[src/sv/gox_pkg.sv]
package gox_pkg;

    typedef enum logic [1:0] {
        PH_IDLE,
        PH_EXPLORE,
        PH_FINAL,
        PH_DONE
    } phase_t;

    typedef enum logic [3:0] {
        T_IDLE,
        T_START2,
        T_SCAN_RD,
        T_SCAN_CHK,
        T_INIT,
        T_GO,
        T_SEARCH,
        T_EMIT_RD,
        T_EMIT,
        T_FIN
    } top_state_t;

    typedef enum logic [1:0] {
        SR_IDLE,
        SR_EXPAND,
        SR_CHECK,
        SR_POP
    } srch_state_t;

    localparam logic [1:0] MAP_UNKNOWN  = 2'd0;
    localparam logic [1:0] MAP_OBSTACLE = 2'd1;
    localparam logic [1:0] MAP_FREE     = 2'd2;
    localparam logic [1:0] MAP_UNREACH  = 2'd3;

    localparam logic [1:0] RPT_NONE     = 2'd0;
    localparam logic [1:0] RPT_OBSTACLE = 2'd1;
    localparam logic [1:0] RPT_FREE     = 2'd2;

    localparam logic [1:0] DIR_DOWN     = 2'd0;
    localparam logic [1:0] HEAD_UP      = 2'd1;
    localparam logic [1:0] DIR_RIGHT    = 2'd2;
    localparam logic [1:0] DIR_LEFT     = 2'd3;

    localparam logic       OP_START     = 1'b0;

    localparam logic [11:0] THRESH_RESET = 12'd80;

    typedef struct packed {
        logic done;
        logic found;
    } srch_stat_t;

    typedef struct packed {
        logic       ok;
        logic [7:0] loc;
    } nbr_t;

    // direction order: down, up, right, left
    function automatic nbr_t neighbor(input logic [7:0] c, input logic [1:0] d,
                                      input int side);
        nbr_t       r;
        logic       ledge;
        logic       redge;
        logic [8:0] c9;
        logic [8:0] s9;
        logic [8:0] n9;
        ledge = 1'b0;
        redge = 1'b0;
        c9    = {1'b0, c};
        s9    = 9'(side);
        n9    = c9;
        for (int k = 0; k < 16; k++)
        begin
            if (k < side)
            begin
                if (c9 == 9'(k * side))
                    ledge = 1'b1;
                if (c9 == 9'(k * side + side - 1))
                    redge = 1'b1;
            end
        end
        unique case (d)
            DIR_DOWN:
            begin
                r.ok = (c9 + s9) < 9'(side * side);
                n9   = c9 + s9;
            end
            HEAD_UP:
            begin
                r.ok = c9 >= s9;
                n9   = c9 - s9;
            end
            DIR_RIGHT:
            begin
                r.ok = !redge;
                n9   = c9 + 9'd1;
            end
            default:
            begin
                r.ok = !ledge;
                n9   = c9 - 9'd1;
            end
        endcase
        r.loc = n9[7:0];
        return r;
    endfunction

endpackage

[src/sv/gox_ram.sv]
module gox_ram #(
    parameter int WIDTH = 2,
    parameter int DEPTH = 16
) (
    input  logic                     clk,
    input  logic                     we,
    input  logic [$clog2(DEPTH)-1:0] waddr,
    input  logic [WIDTH-1:0]         wdata,
    input  logic [$clog2(DEPTH)-1:0] raddr,
    output logic [WIDTH-1:0]         rdata
);

    logic [WIDTH-1:0] mem [DEPTH];
    logic [WIDTH-1:0] rdata_reg;

    always_ff @(posedge clk)
    begin
        if (we)
            mem[waddr] <= wdata;
        rdata_reg <= mem[raddr];
    end

    assign rdata = rdata_reg;

endmodule

[src/sv/gox_search.sv]
module gox_search #(
    parameter int GRID_SIDE = 4,
    localparam int CELLS = GRID_SIDE * GRID_SIDE,
    localparam int CW = $clog2(CELLS)
) (
    input  logic                   clk,
    input  logic                   rst_n,
    input  logic                   start,
    input  logic [CW-1:0]          from_cell,
    input  logic [CW-1:0]          to_cell,
    input  logic                   init_we,
    input  logic [CW-1:0]          init_addr,
    input  logic                   init_blk,
    input  logic [CW-1:0]          sd_addr,
    output logic [1:0]             sd_dir,
    output gox_pkg::srch_stat_t    stat
);

    gox_pkg::srch_state_t state_reg, state_next;
    logic [CW-1:0] top_cell_reg, top_cell_next;
    logic [2:0]    top_dir_reg, top_dir_next;
    logic [CW:0]   depth_reg, depth_next;
    logic [CW-1:0] to_reg, to_next;
    logic [CW-1:0] nb_reg, nb_next;
    logic [1:0]    try_reg, try_next;
    gox_pkg::srch_stat_t stat_reg, stat_next;

    logic          blk_we;
    logic [CW-1:0] blk_waddr;
    logic          blk_wdata;
    logic [CW-1:0] blk_raddr;
    logic          blk_rdata;
    logic          eng_blk_we;
    logic [CW-1:0] eng_blk_waddr;
    logic          eng_blk_wdata;

    logic          stk_we;
    logic [CW-1:0] stk_waddr;
    logic [CW+2:0] stk_wdata;
    logic [CW-1:0] stk_raddr;
    logic [CW+2:0] stk_rdata;

    logic          sd_we;
    logic [1:0]    sd_wdata;

    gox_pkg::nbr_t nb;

    assign nb = gox_pkg::neighbor(8'(top_cell_reg), top_dir_reg[1:0], GRID_SIDE);

    gox_ram #(.WIDTH(1), .DEPTH(CELLS)) u_blk (
        .clk   (clk),
        .we    (blk_we),
        .waddr (blk_waddr),
        .wdata (blk_wdata),
        .raddr (blk_raddr),
        .rdata (blk_rdata)
    );

    gox_ram #(.WIDTH(CW + 3), .DEPTH(CELLS)) u_stk (
        .clk   (clk),
        .we    (stk_we),
        .waddr (stk_waddr),
        .wdata (stk_wdata),
        .raddr (stk_raddr),
        .rdata (stk_rdata)
    );

    gox_ram #(.WIDTH(2), .DEPTH(CELLS)) u_sd (
        .clk   (clk),
        .we    (sd_we),
        .waddr (top_cell_reg),
        .wdata (sd_wdata),
        .raddr (sd_addr),
        .rdata (sd_dir)
    );

    // blocked map is loaded by the caller while idle
    always_comb
    begin
        if (init_we)
        begin
            blk_we    = 1'b1;
            blk_waddr = init_addr;
            blk_wdata = init_blk;
        end
        else
        begin
            blk_we    = eng_blk_we;
            blk_waddr = eng_blk_waddr;
            blk_wdata = eng_blk_wdata;
        end
    end

    always_comb
    begin
        state_next = state_reg;
        unique case (state_reg)
            gox_pkg::SR_IDLE:
                if (start && (from_cell != to_cell))
                    state_next = gox_pkg::SR_EXPAND;
            gox_pkg::SR_EXPAND:
                priority if (top_dir_reg[2])
                    state_next = (depth_reg == (CW+1)'(1)) ? gox_pkg::SR_IDLE
                                                           : gox_pkg::SR_POP;
                else if (nb.ok)
                    state_next = gox_pkg::SR_CHECK;
            gox_pkg::SR_CHECK:
                if (!blk_rdata && (nb_reg == to_reg))
                    state_next = gox_pkg::SR_IDLE;
                else
                    state_next = gox_pkg::SR_EXPAND;
            gox_pkg::SR_POP:
                state_next = gox_pkg::SR_EXPAND;
            default:
                state_next = gox_pkg::SR_IDLE;
        endcase
    end

    always_comb
    begin
        top_cell_next = top_cell_reg;
        top_dir_next  = top_dir_reg;
        depth_next    = depth_reg;
        to_next       = to_reg;
        nb_next       = nb_reg;
        try_next      = try_reg;
        stat_next     = '0;
        eng_blk_we    = 1'b0;
        eng_blk_waddr = top_cell_reg;
        eng_blk_wdata = 1'b0;
        blk_raddr     = nb_reg;
        stk_we        = 1'b0;
        stk_waddr     = CW'(depth_reg - (CW+1)'(1));
        stk_wdata     = {top_cell_reg, top_dir_reg};
        stk_raddr     = CW'(depth_reg - (CW+1)'(2));
        sd_we         = 1'b0;
        sd_wdata      = try_reg;
        unique case (state_reg)
            gox_pkg::SR_IDLE:
                if (start)
                begin
                    to_next       = to_cell;
                    top_cell_next = from_cell;
                    top_dir_next  = 3'd0;
                    depth_next    = (CW+1)'(1);
                    if (from_cell == to_cell)
                        stat_next = '{done: 1'b1, found: 1'b1};
                    else
                    begin
                        eng_blk_we    = 1'b1;
                        eng_blk_waddr = from_cell;
                        eng_blk_wdata = 1'b1;
                    end
                end
            gox_pkg::SR_EXPAND:
                if (top_dir_reg[2])
                begin
                    eng_blk_we = 1'b1;
                    depth_next = depth_reg - (CW+1)'(1);
                    if (depth_reg == (CW+1)'(1))
                        stat_next = '{done: 1'b1, found: 1'b0};
                end
                else
                begin
                    top_dir_next = top_dir_reg + 3'd1;
                    if (nb.ok)
                    begin
                        nb_next   = CW'(nb.loc);
                        try_next  = top_dir_reg[1:0];
                        blk_raddr = CW'(nb.loc);
                    end
                end
            gox_pkg::SR_CHECK:
                if (!blk_rdata)
                begin
                    sd_we = 1'b1;
                    if (nb_reg == to_reg)
                        stat_next = '{done: 1'b1, found: 1'b1};
                    else if (depth_reg < (CW+1)'(CELLS))
                    begin
                        eng_blk_we    = 1'b1;
                        eng_blk_waddr = nb_reg;
                        eng_blk_wdata = 1'b1;
                        stk_we        = 1'b1;
                        top_cell_next = nb_reg;
                        top_dir_next  = 3'd0;
                        depth_next    = depth_reg + (CW+1)'(1);
                    end
                end
            gox_pkg::SR_POP:
            begin
                top_cell_next = stk_rdata[CW+2:3];
                top_dir_next  = stk_rdata[2:0];
            end
            default:
                stat_next = '0;
        endcase
    end

    always_ff @(posedge clk or negedge rst_n)
    begin
        if (!rst_n)
        begin
            state_reg <= gox_pkg::SR_IDLE;
            stat_reg  <= '0;
        end
        else
        begin
            state_reg <= state_next;
            stat_reg  <= stat_next;
        end
    end

    always_ff @(posedge clk)
    begin
        top_cell_reg <= top_cell_next;
        top_dir_reg  <= top_dir_next;
        depth_reg    <= depth_next;
        to_reg       <= to_next;
        nb_reg       <= nb_next;
        try_reg      <= try_next;
    end

    assign stat = stat_reg;

endmodule

[src/sv/grid_obstacle_explorer.sv]
// A reply that moves on without a new plan passes T_EMIT_RD, T_EMIT and T_FIN;
// a new plan scans the cells (T_SCAN_RD, T_SCAN_CHK), loads the blocked map (T_INIT) and
// then runs the depth-first search; every reply is loaded to the output from T_FIN.
// Throughput: one request at a time; the next request is taken once the previous one
// has its result loaded, while that result may still wait at the output.
// Reset clears map valid bits, phase and cells, and sets heading to up and threshold to 80.
module grid_obstacle_explorer #(
    parameter int GRID_SIDE = 4
) (
    input  logic        clk,
    input  logic        rst_n,
    input  logic        in_valid,
    output logic        in_stall,
    input  logic        op,
    input  logic [3:0]  start_cell,
    input  logic [3:0]  goal_cell,
    input  logic [11:0] distance,
    output logic        out_valid,
    input  logic        out_stall,
    output logic [3:0]  reported_cell,
    output logic [1:0]  reported_status,
    output logic [3:0]  probe_cell,
    output logic        probe_valid,
    output logic [1:0]  heading,
    output logic        done_res,
    output logic        goal_unreachable,
    input  logic        cfg_we,
    input  logic [11:0] cfg_wdata
);

    localparam int CELLS = GRID_SIDE * GRID_SIDE;
    localparam int CW    = $clog2(CELLS);
    localparam int MW    = CW + 5;

    function automatic logic [CW-1:0] cell_mod(input logic [3:0] v);
        logic [MW-1:0] t;
        t = MW'(v);
        for (int k = 0; k < 4; k++)
        begin
            if (t >= MW'(CELLS))
                t = t - MW'(CELLS);
        end
        return CW'(t);
    endfunction

    gox_pkg::top_state_t state_reg, state_next;
    gox_pkg::phase_t     phase_reg, phase_next;
    logic [CW-1:0] cur_reg, cur_next;
    logic [CW-1:0] tgt_reg, tgt_next;
    logic [CW-1:0] goal_reg, goal_next;
    logic [1:0]    head_reg, head_next;
    logic          unreach_reg, unreach_next;
    logic [11:0]   thr_reg;
    logic [CW-1:0] scan_reg, scan_next;
    logic [CW:0]   init_reg, init_next;
    logic          ipend_reg, ipend_next;
    logic [CW-1:0] iaddr_reg;
    logic          final_reg, final_next;
    logic [3:0]    rcell_reg, rcell_next;
    logic [1:0]    rstat_reg, rstat_next;
    logic [3:0]    pcell_reg, pcell_next;
    logic          pvalid_reg, pvalid_next;
    logic [1:0]    phead_reg, phead_next;

    logic          out_valid_reg, out_valid_next;
    logic [3:0]    o_rcell_reg;
    logic [1:0]    o_rstat_reg;
    logic [3:0]    o_pcell_reg;
    logic          o_pvalid_reg;
    logic [1:0]    o_phead_reg;
    logic          o_done_reg;
    logic          o_unreach_reg;
    logic          load_out;

    logic [CELLS-1:0] mvld_reg;
    logic          mrdv_reg;
    logic          map_we;
    logic [CW-1:0] map_waddr;
    logic [1:0]    map_wdata;
    logic [CW-1:0] map_raddr;
    logic [1:0]    map_rdata;
    logic [1:0]    mval;

    logic          srch_start;
    logic [1:0]    sd_dir;
    gox_pkg::srch_stat_t srch;

    logic          accept;
    logic          active;
    logic          out_free;
    gox_pkg::nbr_t nb_cur;
    gox_pkg::nbr_t nb_emit;
    logic [CW-1:0] nb_cell;

    assign in_stall = (state_reg != gox_pkg::T_IDLE);
    assign accept   = in_valid && !in_stall;
    assign active   = (phase_reg == gox_pkg::PH_EXPLORE) || (phase_reg == gox_pkg::PH_FINAL);
    assign out_free = !out_valid_reg || !out_stall;
    assign mval     = mrdv_reg ? map_rdata : gox_pkg::MAP_UNKNOWN;
    assign nb_cur   = gox_pkg::neighbor(8'(cur_reg), head_reg, GRID_SIDE);
    assign nb_emit  = gox_pkg::neighbor(8'(cur_reg), sd_dir, GRID_SIDE);
    assign nb_cell  = CW'(nb_cur.loc);

    gox_ram #(.WIDTH(2), .DEPTH(CELLS)) u_map (
        .clk   (clk),
        .we    (map_we),
        .waddr (map_waddr),
        .wdata (map_wdata),
        .raddr (map_raddr),
        .rdata (map_rdata)
    );

    gox_search #(.GRID_SIDE(GRID_SIDE)) u_search (
        .clk       (clk),
        .rst_n     (rst_n),
        .start     (srch_start),
        .from_cell (cur_reg),
        .to_cell   (tgt_reg),
        .init_we   (ipend_reg),
        .init_addr (iaddr_reg),
        .init_blk  (mval == gox_pkg::MAP_OBSTACLE),
        .sd_addr   (cur_reg),
        .sd_dir    (sd_dir),
        .stat      (srch)
    );

    always_comb
    begin
        state_next = state_reg;
        unique case (state_reg)
            gox_pkg::T_IDLE:
                if (accept)
                begin
                    priority if (op == gox_pkg::OP_START)
                        state_next = gox_pkg::T_START2;
                    else if (!active)
                        state_next = gox_pkg::T_FIN;
                    else if (!nb_cur.ok)
                        state_next = gox_pkg::T_SCAN_RD;
                    else if (distance < thr_reg)
                        state_next = gox_pkg::T_SCAN_RD;
                    else if (nb_cell == tgt_reg)
                        state_next = gox_pkg::T_SCAN_RD;
                    else
                        state_next = gox_pkg::T_EMIT_RD;
                end
            gox_pkg::T_START2:
                state_next = gox_pkg::T_SCAN_RD;
            gox_pkg::T_SCAN_RD:
                state_next = gox_pkg::T_SCAN_CHK;
            gox_pkg::T_SCAN_CHK:
                priority if (mval == gox_pkg::MAP_UNKNOWN)
                    state_next = gox_pkg::T_INIT;
                else if (scan_reg != CW'(CELLS - 1))
                    state_next = gox_pkg::T_SCAN_RD;
                else if (cur_reg == goal_reg)
                    state_next = gox_pkg::T_FIN;
                else
                    state_next = gox_pkg::T_INIT;
            gox_pkg::T_INIT:
                if (init_reg == (CW+1)'(CELLS))
                    state_next = gox_pkg::T_GO;
            gox_pkg::T_GO:
                state_next = gox_pkg::T_SEARCH;
            gox_pkg::T_SEARCH:
                if (srch.done)
                begin
                    priority if (srch.found)
                        state_next = gox_pkg::T_EMIT_RD;
                    else if (final_reg)
                        state_next = gox_pkg::T_FIN;
                    else
                        state_next = gox_pkg::T_SCAN_RD;
                end
            gox_pkg::T_EMIT_RD:
                state_next = gox_pkg::T_EMIT;
            gox_pkg::T_EMIT:
                state_next = gox_pkg::T_FIN;
            gox_pkg::T_FIN:
                if (out_free)
                    state_next = gox_pkg::T_IDLE;
            default:
                state_next = gox_pkg::T_IDLE;
        endcase
    end

    always_comb
    begin
        phase_next   = phase_reg;
        cur_next     = cur_reg;
        tgt_next     = tgt_reg;
        goal_next    = goal_reg;
        head_next    = head_reg;
        unreach_next = unreach_reg;
        scan_next    = scan_reg;
        init_next    = init_reg;
        final_next   = final_reg;
        rcell_next   = rcell_reg;
        rstat_next   = rstat_reg;
        pcell_next   = pcell_reg;
        pvalid_next  = pvalid_reg;
        phead_next   = phead_reg;
        ipend_next   = 1'b0;
        map_we       = 1'b0;
        map_waddr    = cur_reg;
        map_wdata    = gox_pkg::MAP_FREE;
        map_raddr    = scan_reg;
        srch_start   = 1'b0;
        load_out     = 1'b0;
        unique case (state_reg)
            gox_pkg::T_IDLE:
                if (accept)
                begin
                    rcell_next  = 4'd0;
                    rstat_next  = gox_pkg::RPT_NONE;
                    pcell_next  = 4'd0;
                    pvalid_next = 1'b0;
                    phead_next  = 2'd0;
                    scan_next   = '0;
                    if (op == gox_pkg::OP_START)
                    begin
                        cur_next     = cell_mod(start_cell);
                        goal_next    = cell_mod(goal_cell);
                        unreach_next = 1'b0;
                        map_we       = 1'b1;
                        map_waddr    = cell_mod(start_cell);
                    end
                    else if (active && nb_cur.ok)
                    begin
                        map_we     = 1'b1;
                        map_waddr  = nb_cell;
                        rcell_next = 4'(nb_cell);
                        if (distance < thr_reg)
                        begin
                            map_wdata  = gox_pkg::MAP_OBSTACLE;
                            rstat_next = gox_pkg::RPT_OBSTACLE;
                        end
                        else
                        begin
                            rstat_next = gox_pkg::RPT_FREE;
                            cur_next   = nb_cell;
                        end
                    end
                end
            gox_pkg::T_START2:
            begin
                map_we    = 1'b1;
                map_waddr = goal_reg;
            end
            gox_pkg::T_SCAN_RD:
                map_raddr = scan_reg;
            gox_pkg::T_SCAN_CHK:
            begin
                init_next = '0;
                priority if (mval == gox_pkg::MAP_UNKNOWN)
                begin
                    tgt_next   = scan_reg;
                    final_next = 1'b0;
                end
                else if (scan_reg != CW'(CELLS - 1))
                    scan_next = scan_reg + CW'(1);
                else
                begin
                    tgt_next   = goal_reg;
                    final_next = 1'b1;
                    if (cur_reg == goal_reg)
                        phase_next = gox_pkg::PH_DONE;
                end
            end
            gox_pkg::T_INIT:
                if (init_reg != (CW+1)'(CELLS))
                begin
                    map_raddr  = CW'(init_reg);
                    ipend_next = 1'b1;
                    init_next  = init_reg + (CW+1)'(1);
                end
            gox_pkg::T_GO:
                srch_start = 1'b1;
            gox_pkg::T_SEARCH:
                if (srch.done)
                begin
                    priority if (srch.found)
                        phase_next = final_reg ? gox_pkg::PH_FINAL : gox_pkg::PH_EXPLORE;
                    else if (final_reg)
                    begin
                        phase_next   = gox_pkg::PH_DONE;
                        unreach_next = 1'b1;
                    end
                    else
                    begin
                        map_we    = 1'b1;
                        map_waddr = tgt_reg;
                        map_wdata = gox_pkg::MAP_UNREACH;
                    end
                end
            gox_pkg::T_EMIT_RD:
                map_raddr = scan_reg;
            gox_pkg::T_EMIT:
            begin
                head_next = sd_dir;
                if (nb_emit.ok)
                begin
                    pcell_next  = 4'(CW'(nb_emit.loc));
                    pvalid_next = 1'b1;
                    phead_next  = sd_dir;
                end
            end
            gox_pkg::T_FIN:
                load_out = out_free;
            default:
                load_out = 1'b0;
        endcase
    end

    always_comb
    begin
        if (load_out)
            out_valid_next = 1'b1;
        else if (out_valid_reg && !out_stall)
            out_valid_next = 1'b0;
        else
            out_valid_next = out_valid_reg;
    end

    always_ff @(posedge clk or negedge rst_n)
    begin
        if (!rst_n)
        begin
            state_reg     <= gox_pkg::T_IDLE;
            phase_reg     <= gox_pkg::PH_IDLE;
            cur_reg       <= '0;
            tgt_reg       <= '0;
            goal_reg      <= '0;
            head_reg      <= gox_pkg::HEAD_UP;
            unreach_reg   <= 1'b0;
            thr_reg       <= gox_pkg::THRESH_RESET;
            ipend_reg     <= 1'b0;
            out_valid_reg <= 1'b0;
            mvld_reg      <= '0;
            mrdv_reg      <= 1'b0;
        end
        else
        begin
            state_reg     <= state_next;
            phase_reg     <= phase_next;
            cur_reg       <= cur_next;
            tgt_reg       <= tgt_next;
            goal_reg      <= goal_next;
            head_reg      <= head_next;
            unreach_reg   <= unreach_next;
            ipend_reg     <= ipend_next;
            out_valid_reg <= out_valid_next;
            mrdv_reg      <= mvld_reg[map_raddr];
            if (cfg_we)
                thr_reg <= cfg_wdata;
            if (map_we)
                mvld_reg[map_waddr] <= 1'b1;
        end
    end

    always_ff @(posedge clk)
    begin
        scan_reg   <= scan_next;
        init_reg   <= init_next;
        iaddr_reg  <= map_raddr;
        final_reg  <= final_next;
        rcell_reg  <= rcell_next;
        rstat_reg  <= rstat_next;
        pcell_reg  <= pcell_next;
        pvalid_reg <= pvalid_next;
        phead_reg  <= phead_next;
        if (load_out)
        begin
            o_rcell_reg   <= rcell_reg;
            o_rstat_reg   <= rstat_reg;
            o_pcell_reg   <= pcell_reg;
            o_pvalid_reg  <= pvalid_reg;
            o_phead_reg   <= phead_reg;
            o_done_reg    <= (phase_reg == gox_pkg::PH_DONE);
            o_unreach_reg <= unreach_reg;
        end
    end

    assign out_valid        = out_valid_reg;
    assign reported_cell    = o_rcell_reg;
    assign reported_status  = o_rstat_reg;
    assign probe_cell       = o_pcell_reg;
    assign probe_valid      = o_pvalid_reg;
    assign heading          = o_phead_reg;
    assign done_res         = o_done_reg;
    assign goal_unreachable = o_unreach_reg;

endmodule

[config.mk]
export PLATFORM = sky130hd
export DESIGN_NAME = grid_obstacle_explorer
export DESIGN_NICKNAME = d
export VERILOG_FILES = /design/src/sv/gox_pkg.sv /design/src/sv/gox_ram.sv /design/src/sv/gox_search.sv /design/src/sv/grid_obstacle_explorer.sv
export SDC_FILE = /design/constraint.sdc
export NUM_CORES = 1
export LEC_CHECK = 0
export ABC_CLOCK_PERIOD_IN_PS = 3700
export BUFFER_PORTS_ARGS = -buffer_cell sky130_fd_sc_hd__buf_2
export CAP_MARGIN = 15
export CELL_PAD_IN_SITES_DETAIL_PLACEMENT = 1
export CELL_PAD_IN_SITES_GLOBAL_PLACEMENT = 1
export CORE_MARGIN = 1.5
export CORE_UTILIZATION = 52
export DETAILED_ROUTE_END_ITERATION = 12
export MAX_ROUTING_LAYER = met4
export PLACE_DENSITY_LB_ADDON = 0.1
export SLEW_MARGIN = 15
export SYNTH_ARGS = -nofsm -noshare
export SYNTH_HDL_FRONTEND = slang
export SYNTH_SLANG_ARGS = --single-unit
[constraint.sdc]
create_clock -name clk -period 3.7 [get_ports clk]
set_clock_uncertainty 0.05 [all_clocks]
set_input_delay 0.37 -clock clk [delete_from_list [all_inputs] [get_ports clk]]
set_output_delay 0.37 -clock clk [all_outputs]
set_load 0.005 [all_outputs]
# --- After elaboration in Yosys (flattened, before gate mapping) ---
# Memories as Yosys holds them, arrays and structs flattened. A register that Yosys moved wholly into a read port is not among the register bits.
# Cells that the tools add are included.
word_totals:
  n_memories: 4
  regBits: 120
  mem_bits_rw: 192
  out_inout_bits: 17
classes:
  add_sub_neg: 14
  bitwise: 3
  n_mux: 164
  n_lt_le_gt_ge: 9
  n_reduce_logical: 51
  eq_ne: 70
memory_table:
  columns: ["name", "depth", "word_bits", "rd", "rd_clocked_by_memory_dff", "write_ports", "line", "text"]
  rows:
  - ["u_search.u_stk.mem", 16, 7, 1, 1, 1, "gox_ram.sv:13", "logic [WIDTH-1:0] mem [DEPTH];"]
  - ["u_map.mem", 16, 2, 1, 1, 1, "gox_ram.sv:13", null]
  - ["u_search.u_sd.mem", 16, 2, 1, 1, 1, "gox_ram.sv:13", null]
  - ["u_search.u_blk.mem", 16, 1, 1, 1, 1, "gox_ram.sv:13", null]
ops:
  columns: ["operator", "count"]
  rows:
  - ["$mux W4", 38]
  - ["$mux W1", 61]
  - ["$pmux W4 S3", 5]
  - ["$mux W2", 24]
  - ["$eq A4 B4 Y1 const B", 10]
  - ["$pmux W4 S10", 1]
  - ["$ne A2 B2 Y1 const B", 17]
  - ["$eq A4 B3 Y1 const B", 8]
  - ["$mux W5", 6]
  - ["$mux W3", 8]
  - ["$pmux W4 S2", 3]
  - ["$reduce_and A6 Y1", 3]
  - ["$eq A4 B2 Y1 const B", 4]
  - ["$eq A4 B4 Y1", 4]
  - ["$or A16 B16 Y16", 1]
  - ["$reduce_and A4 Y1", 4]
  - ["$lt A5 B5 Y1 const B", 3]
  - ["$pmux W1 S3", 5]
  - ["$pmux W5 S3", 1]
  - ["$eq A2 B2 Y1 const B", 7]
  - ["$reduce_and A2 Y1", 7]
  - ["$add A4 B1 Y4 const B", 3]
  - ["$eq A2 B1 Y1 const B", 6]
  - ["$logic_not A4 Y1", 3]
  - ["other kinds (38)", 79]

# --- Depth between registers and ports, before layout ---
depth:
  word_depth: 17
  mapped_depth: 12
  mapped_depth_nobuf: 11

# --- Cells and area by module ---
# From an unflattened synthesis, not the netlist that was laid out.
hier_totals:
  hier_cells: 1107
  hier_area_um2: 15213.3
modules_own_cells:
  columns: ["module", "n_inst", "area_per_inst_um2", "cells_per_inst"]
  rows:
  - ["grid_obstacle_explorer", 1, 5138.7, 484]
  - ["gox_ram at u_search.u_stk", 1, 4530.6, 203]
  - ["gox_ram at u_map ...", 2, 1380.1, 78]
  - ["gox_search", 1, 2038.2, 217]
  - ["gox_ram at u_search.u_blk", 1, 745.7, 47]

# --- Worst setup path after synthesis ---
# No wires, ideal clock.
synth_timing:
  path_type: "reg-to-reg"
  startpoint: "register cur_reg[3]"
  endpoint: "memory u_map.mem[8][0] (netlist: u_map.mem[2][0]), enable pin"
  arrival_time_ns: 2.820
  path_stages_with_launch: 11
  required_ns: 3.321
  path_slack_ns: 0.501
  cell_sequence: "dfrtp_1 -> clkbuf_1 -> inv_1 -> ha_1 -> nor4_4 -> o21ai_1 -> a2111o_1 -> a211oi_2 -> o22ai_1 -> or2_1 -> nor3_1"
synth_via:
  elab_chain_cells: 14
synth_rtl:
  columns: ["item", "line", "text"]
  rows:
  - ["start: declaration", "grid_obstacle_explorer.sv:48", "logic [CW-1:0] cur_reg, cur_next;"]
  - ["start signal: assignment", "grid_obstacle_explorer.sv:346", "cur_reg <= cur_next;"]
  - ["parallel branches: the longest is 14 deep, another holds $add A4 B3 Y5", null, null]
  - ["end: declaration", "gox_ram.sv:13", null]
# Parallel ways; which one is timed is not known.

# --- Final worst setup path ---
layout_timing:
  startpoint: "register state_reg[0]"
  endpoint: "memory u_map.mem[44][0] (netlist: u_map.mem[11][0]), enable pin"
layout_via:
  elab_chain_cells: 7
layout_rtl:
  columns: ["item", "line", "text"]
  rows:
  - ["start: declaration", "grid_obstacle_explorer.sv:46", "gox_pkg::top_state_t state_reg, state_next;"]
  - ["start signal: assignment", "grid_obstacle_explorer.sv:329", "state_reg <= gox_pkg::T_IDLE;"]
  - ["start signal: assignment", "grid_obstacle_explorer.sv:344", "state_reg <= state_next;"]
  - ["$reduce_bool A4 Y1", "grid_obstacle_explorer.sv:95", "assign in_stall = (state_reg != gox_pkg::T_IDLE);"]
  - ["$logic_not A1 Y1", "grid_obstacle_explorer.sv:96", "assign accept = in_valid && !in_stall;"]
  - ["$logic_and A1 B1 Y1", "grid_obstacle_explorer.sv:96", null]
  - ["$mux W1", "grid_obstacle_explorer.sv:212", "if (accept)"]
  - ["$pmux W1 S3", "grid_obstacle_explorer.sv:210", "unique case (state_reg)"]
  - ["$mux W1", "gox_ram.sv:18", "if (we)"]
  - ["$mux W1 (implied by the code)", "gox_ram.sv:19", "mem[waddr] <= wdata;"]
# Several ways; a longest one is shown, not always the timed one.

==> impl_results.html <==
<table>
<tr><th>Metric</th><th>Value</th></tr>
<tr><th colspan="2">Run status</th></tr>
<tr><td>Run status</td><td>completed</td></tr>
<tr><th colspan="2">Critical path</th></tr>
<tr><td>Slowest cell delay on critical path</td><td>0.58 ns</td></tr>
<tr><td>Worst Path Arrival</td><td>3.64 ns</td></tr>
<tr><td>Worst Path Buf+Inv</td><td>1</td></tr>
<tr><td>Kind of capture point of the worst setup path</td><td>flip-flop</td></tr>
<tr><td>Class of the most critical setup path</td><td>flip-flop to flip-flop</td></tr>
<tr><td>Number of cell instances on the worst register-to-register path</td><td>7</td></tr>
<tr><td>Critical path, cell by cell</td><td>nor4_2 &gt; nand2_1 &gt; inv_1 &gt; a211oi_1 &gt; a21boi_0 &gt; nand2b_1 &gt; nor2_1</td></tr>
<tr><td>CP startpoint kind</td><td>flip-flop</td></tr>
<tr><td>Family of cells with the greatest summed delay on the critical path</td><td>simple AND/OR/NAND/NOR gates</td></tr>
<tr><td>Library cell contributing the largest single delay on the critical path</td><td>sky130_fd_sc_hd__dfrtp_1</td></tr>
<tr><td>Worst Path Max Fanout</td><td>17</td></tr>
<tr><td>Required time reported for the critical path endpoint</td><td>3.86 ns</td></tr>
<tr><td>Number of logic stages on the critical path including buffering</td><td>7</td></tr>
<tr><th colspan="2">Layout</th></tr>
<tr><td>Fraction of layout instances using a drive strength above 1</td><td>19.92%</td></tr>
<tr><td>Post-layout net count</td><td>1268</td></tr>
<tr><td>Area of all placed cells without fillers</td><td>0.01724 mm2</td></tr>
<tr><td>Filler cells</td><td>2780</td></tr>
<tr><td>Utilization of the core after routing</td><td>60.07%</td></tr>
<tr><td>Most frequent cells in the layout</td><td>248 x sky130_fd_sc_hd__edfxtp_1, 69 x sky130_fd_sc_hd__nor2_1, 63 x sky130_fd_sc_hd__nand2_1</td></tr>
<tr><td>Top Registers</td><td>u_search.u_stk.mem x112, u_map.mem x32, u_search.u_sd.mem x32</td></tr>
<tr><td>Area of all sequential standard cells</td><td>0.009253 mm2</td></tr>
<tr><td>Antenna cells</td><td>0</td></tr>
<tr><td>Area added between synthesis and finish</td><td>13.41%</td></tr>
<tr><td>Final standard cell count with taps included and fillers excluded</td><td>1594</td></tr>
<tr><td>Register with the highest flop count</td><td>u_search.u_stk.mem</td></tr>
<tr><td>Multi-input gate area</td><td>0.005572 mm2</td></tr>
<tr><td>Flip-flop count of the largest register, all copies and words added</td><td>112</td></tr>
<tr><td>Most common library cell in the layout ignoring fill and taps</td><td>sky130_fd_sc_hd__edfxtp_1</td></tr>
<tr><th colspan="2">Clock network</th></tr>
<tr><td>Number of buffers created by CTS</td><td>36</td></tr>
<tr><td>Total clock sinks</td><td>324</td></tr>
<tr><td>Worst-path clk slew</td><td>0.06 ns</td></tr>
<tr><td>Root Buffer</td><td>sky130_fd_sc_hd__clkbuf_16</td></tr>
<tr><td>Number of buffers on the longest clock path</td><td>3</td></tr>
<tr><td>Insertion delay of the later-clocked pin in the worst-skew pair</td><td>0.52 ns</td></tr>
<tr><td>H-Tree Depth</td><td>2</td></tr>
<tr><td>TritonCTS clock tree</td><td>done</td></tr>
<tr><th colspan="2">Floorplan</th></tr>
<tr><td>Starting utilization of the core area</td><td>52.97%</td></tr>
<tr><td>Die area</td><td>0.03027 mm2</td></tr>
<tr><td>Horizontal extent of the die</td><td>174.0 um</td></tr>
<tr><td>Floorplan Core Area</td><td>0.02870 mm2</td></tr>
<tr><td>Ports placed on the boundary</td><td>55</td></tr>
<tr><td>Die height</td><td>174.0 um</td></tr>
<tr><td>Number of standard-cell rows in the floorplan</td><td>62</td></tr>
<tr><th colspan="2">Global route</th></tr>
<tr><td>Number of global-route vias before repair</td><td>10.07k</td></tr>
<tr><td>Initial antenna violation count</td><td>0</td></tr>
<tr><td>First-pass GRT wire length</td><td>58240 um</td></tr>
<tr><td>Overflow left after global routing</td><td>0</td></tr>
<tr><td>Pin count of the biggest net entering global routing</td><td>36</td></tr>
<tr><td>GRT Total Usage</td><td>25.91%</td></tr>
<tr><th colspan="2">Worst hold path</th></tr>
<tr><td>Number of cells on the worst hold path</td><td>3</td></tr>
<tr><td>Path category of the worst min-delay check</td><td>input pin to flip-flop</td></tr>
<tr><th colspan="2">Route</th></tr>
<tr><td>DR pass1 iterations</td><td>4</td></tr>
<tr><td>Overall via count from detail_route</td><td>9362</td></tr>
<tr><td>Avg WL per Cell</td><td>23.02 um</td></tr>
<tr><td>DRC violation count after routing</td><td>0</td></tr>
<tr><td>Total Routed Length</td><td>36690 um</td></tr>
<tr><td>Detailed-route vias per instance</td><td>5.873</td></tr>
<tr><td>Violation count after the first detailed-routing iteration</td><td>614</td></tr>
<tr><td>ANT nets after route</td><td>0</td></tr>
<tr><th colspan="2">Timing</th></tr>
<tr><td>Final period util</td><td>94.30%</td></tr>
<tr><td>Least-Margin Pin Slew</td><td>1.018 ns</td></tr>
<tr><td>Setup repair after global routing missed its margin</td><td>false</td></tr>
<tr><td>Number of hold violations in the final report</td><td>0</td></tr>
<tr><td>Number of slew-limit violations in the final report</td><td>0</td></tr>
<tr><td>Relative slew slack</td><td>31.93%</td></tr>
<tr><td>Maximum clock frequency</td><td>286.6 MHz</td></tr>
<tr><td>Minimum period implied by the final worst setup slack</td><td>3.489 ns</td></tr>
<tr><td>Final sum of negative setup slack</td><td>0 ns</td></tr>
<tr><td>Number of failing setup endpoints in the final timing report</td><td>0</td></tr>
<tr><th colspan="2">Logic synthesis</th></tr>
<tr><td>Net Count, Synth</td><td>1178</td></tr>
<tr><td>Unique masters post-synth</td><td>88</td></tr>
<tr><td>Sequential cell area fraction in the yosys report</td><td>60.85%</td></tr>
<tr><td>Post-synthesis sequential element count</td><td>324</td></tr>
<tr><td>YS warnings</td><td>0</td></tr>
<tr><td>Netlist area before placement</td><td>0.01520 mm2</td></tr>
<tr><td>Ys async rst share</td><td>17.28%</td></tr>
<tr><td>Mean instance size in the synthesized netlist</td><td>13.92 um2</td></tr>
<tr><td>Number of synthesized flops with an enable pin</td><td>248</td></tr>
<tr><td>Flip-flop cell with the highest count after synthesis</td><td>sky130_fd_sc_hd__edfxtp_1</td></tr>
<tr><td>Number of cells produced by synthesis</td><td>1092</td></tr>
<tr><th colspan="2">Pwr</th></tr>
<tr><td>Tot Pwr</td><td>14.93 mW</td></tr>
<tr><td>Highest ir drop seen on vdd</td><td>0.0004914 V</td></tr>
<tr><td>Power per unit of standard cell area</td><td>865.8 mW/mm2</td></tr>
<tr><td>Leak</td><td>6.553 nW</td></tr>
<tr><th colspan="2">Place</th></tr>
<tr><td>Placed cells</td><td>1521</td></tr>
<tr><td>Placer's final routability congestion estimate</td><td>0.8917</td></tr>
<tr><td># port buffers</td><td>54</td></tr>
<tr><td>Total half-perimeter wirelength after legalization and detailed placement</td><td>26380 um</td></tr>
<tr><td>DP Area</td><td>0.01605 mm2</td></tr>
<tr><th colspan="2">Flow run</th></tr>
<tr><td>Maximum Capacitance Violations</td><td>0</td></tr>
</table>
cell type report:
class / instances / area share, %
clock buffers: 52 / 5.805
clock inverters: 14 / 0.7184
well taps: 384 / 2.786
multi-input cells: 670 / 32.31
inverters: 52 / 1.132
flip-flops and latches: 324 / 53.66
repair buffers: 98 / 3.585
synthesized netlist by cell type (20+ instances only):
master	instances	area, um2
sky130_fd_sc_hd__nor2_1	69	259.0
sky130_fd_sc_hd__nand3_1	22	110.1
sky130_fd_sc_hd__ha_1	47	588.1
sky130_fd_sc_hd__inv_1	50	187.7
sky130_fd_sc_hd__and2_1	22	137.6
sky130_fd_sc_hd__o21ai_0	43	215.2
sky130_fd_sc_hd__xor2_1	21	183.9
sky130_fd_sc_hd__nand2_1	63	236.5
sky130_fd_sc_hd__a21oi_1	30	150.1
sky130_fd_sc_hd__dfrtp_1	53	1326
sky130_fd_sc_hd__edfxtp_1	248	7447
sky130_fd_sc_hd__clkbuf_1	26	97.59
sky130_fd_sc_hd__mux4_2	48	1081
sky130_fd_sc_hd__mux2i_1	39	390.4
sky130_fd_sc_hd__dfxtp_1	20	400.4
sky130_fd_sc_hd__nor2b_1	21	131.4
cells by family (layout without fill, tap and decap cells):
logic type,count (synthesis),after routing,share of synthesized area (%)
flops,324,324,60.85
simple gates,294,294,10.42
compound gates,184,184,8.460
mux,106,106,11.50
buf+inv,98,216,2.584
fa+ha+maj,48,48,3.999
xor+xnor,38,38,2.189
metal layers:
layer	wire, um	share of wire [%]	track usage, %
met3	1385	3.8	3.325
met1	16490	45	34.65
met5	0	0	-
met4	860	2.3	7.040
met2	17960	49	42.13
what timing repair did:
item	4_1_cts	5_1_grt
buffers inserted	0	0
hold buffers	7	0
gates resized for setup	0	0
hold endpoints to repair	27	0
metrics by stage:
step	setup slack, ns	hold slack (ns)
floorplan	0.5015	0.02441
detailed placement	0.2952	0.3545
CTS	0.2741	0.0004619
global route	0.003122	0.02192
finish	0.2108	0.02281
global placement	0.4416	0.3451
where the power goes:
| part | leakage [nW] | internal [mW] | switching, mW |
|---|---|---|---|
| Clock | 0.550 | 1.97 | 1.42 |
| Combinational | 2.89 | 2.44 | 3.57 |
| Sequential | 3.11 | 4.90 | 0.635 |
| Total | 6.55 | 9.31 | 5.62 |
worst register-to-register path, cell delays in order, from the launching register on:
cell	delay (ns)
sky130_fd_sc_hd__dfrtp_1	0.58
sky130_fd_sc_hd__nor4_2	0.47
sky130_fd_sc_hd__nand2_1	0.40
sky130_fd_sc_hd__inv_1	0.38
sky130_fd_sc_hd__a211oi_1	0.18
sky130_fd_sc_hd__a21boi_0	0.41
sky130_fd_sc_hd__nand2b_1	0.39
sky130_fd_sc_hd__nor2_1	0.31
final timing paths:
path	start	to	slack, ns
min	cfg_wdata[5]	thr_reg[5]	0.02
max	state_reg[0]	u_map.mem[11][0]	0.21
max reg2reg	state_reg[0]	u_map.mem[11][0]	0.21
max in group asynchronous	rst_n	thr_reg[6]	2.30
min in group asynchronous	rst_n	cur_reg[1]	0.34
min reg2reg	pvalid_reg	probe_valid	0.37
No activity file was read; power rests on OpenSTA's default activity.
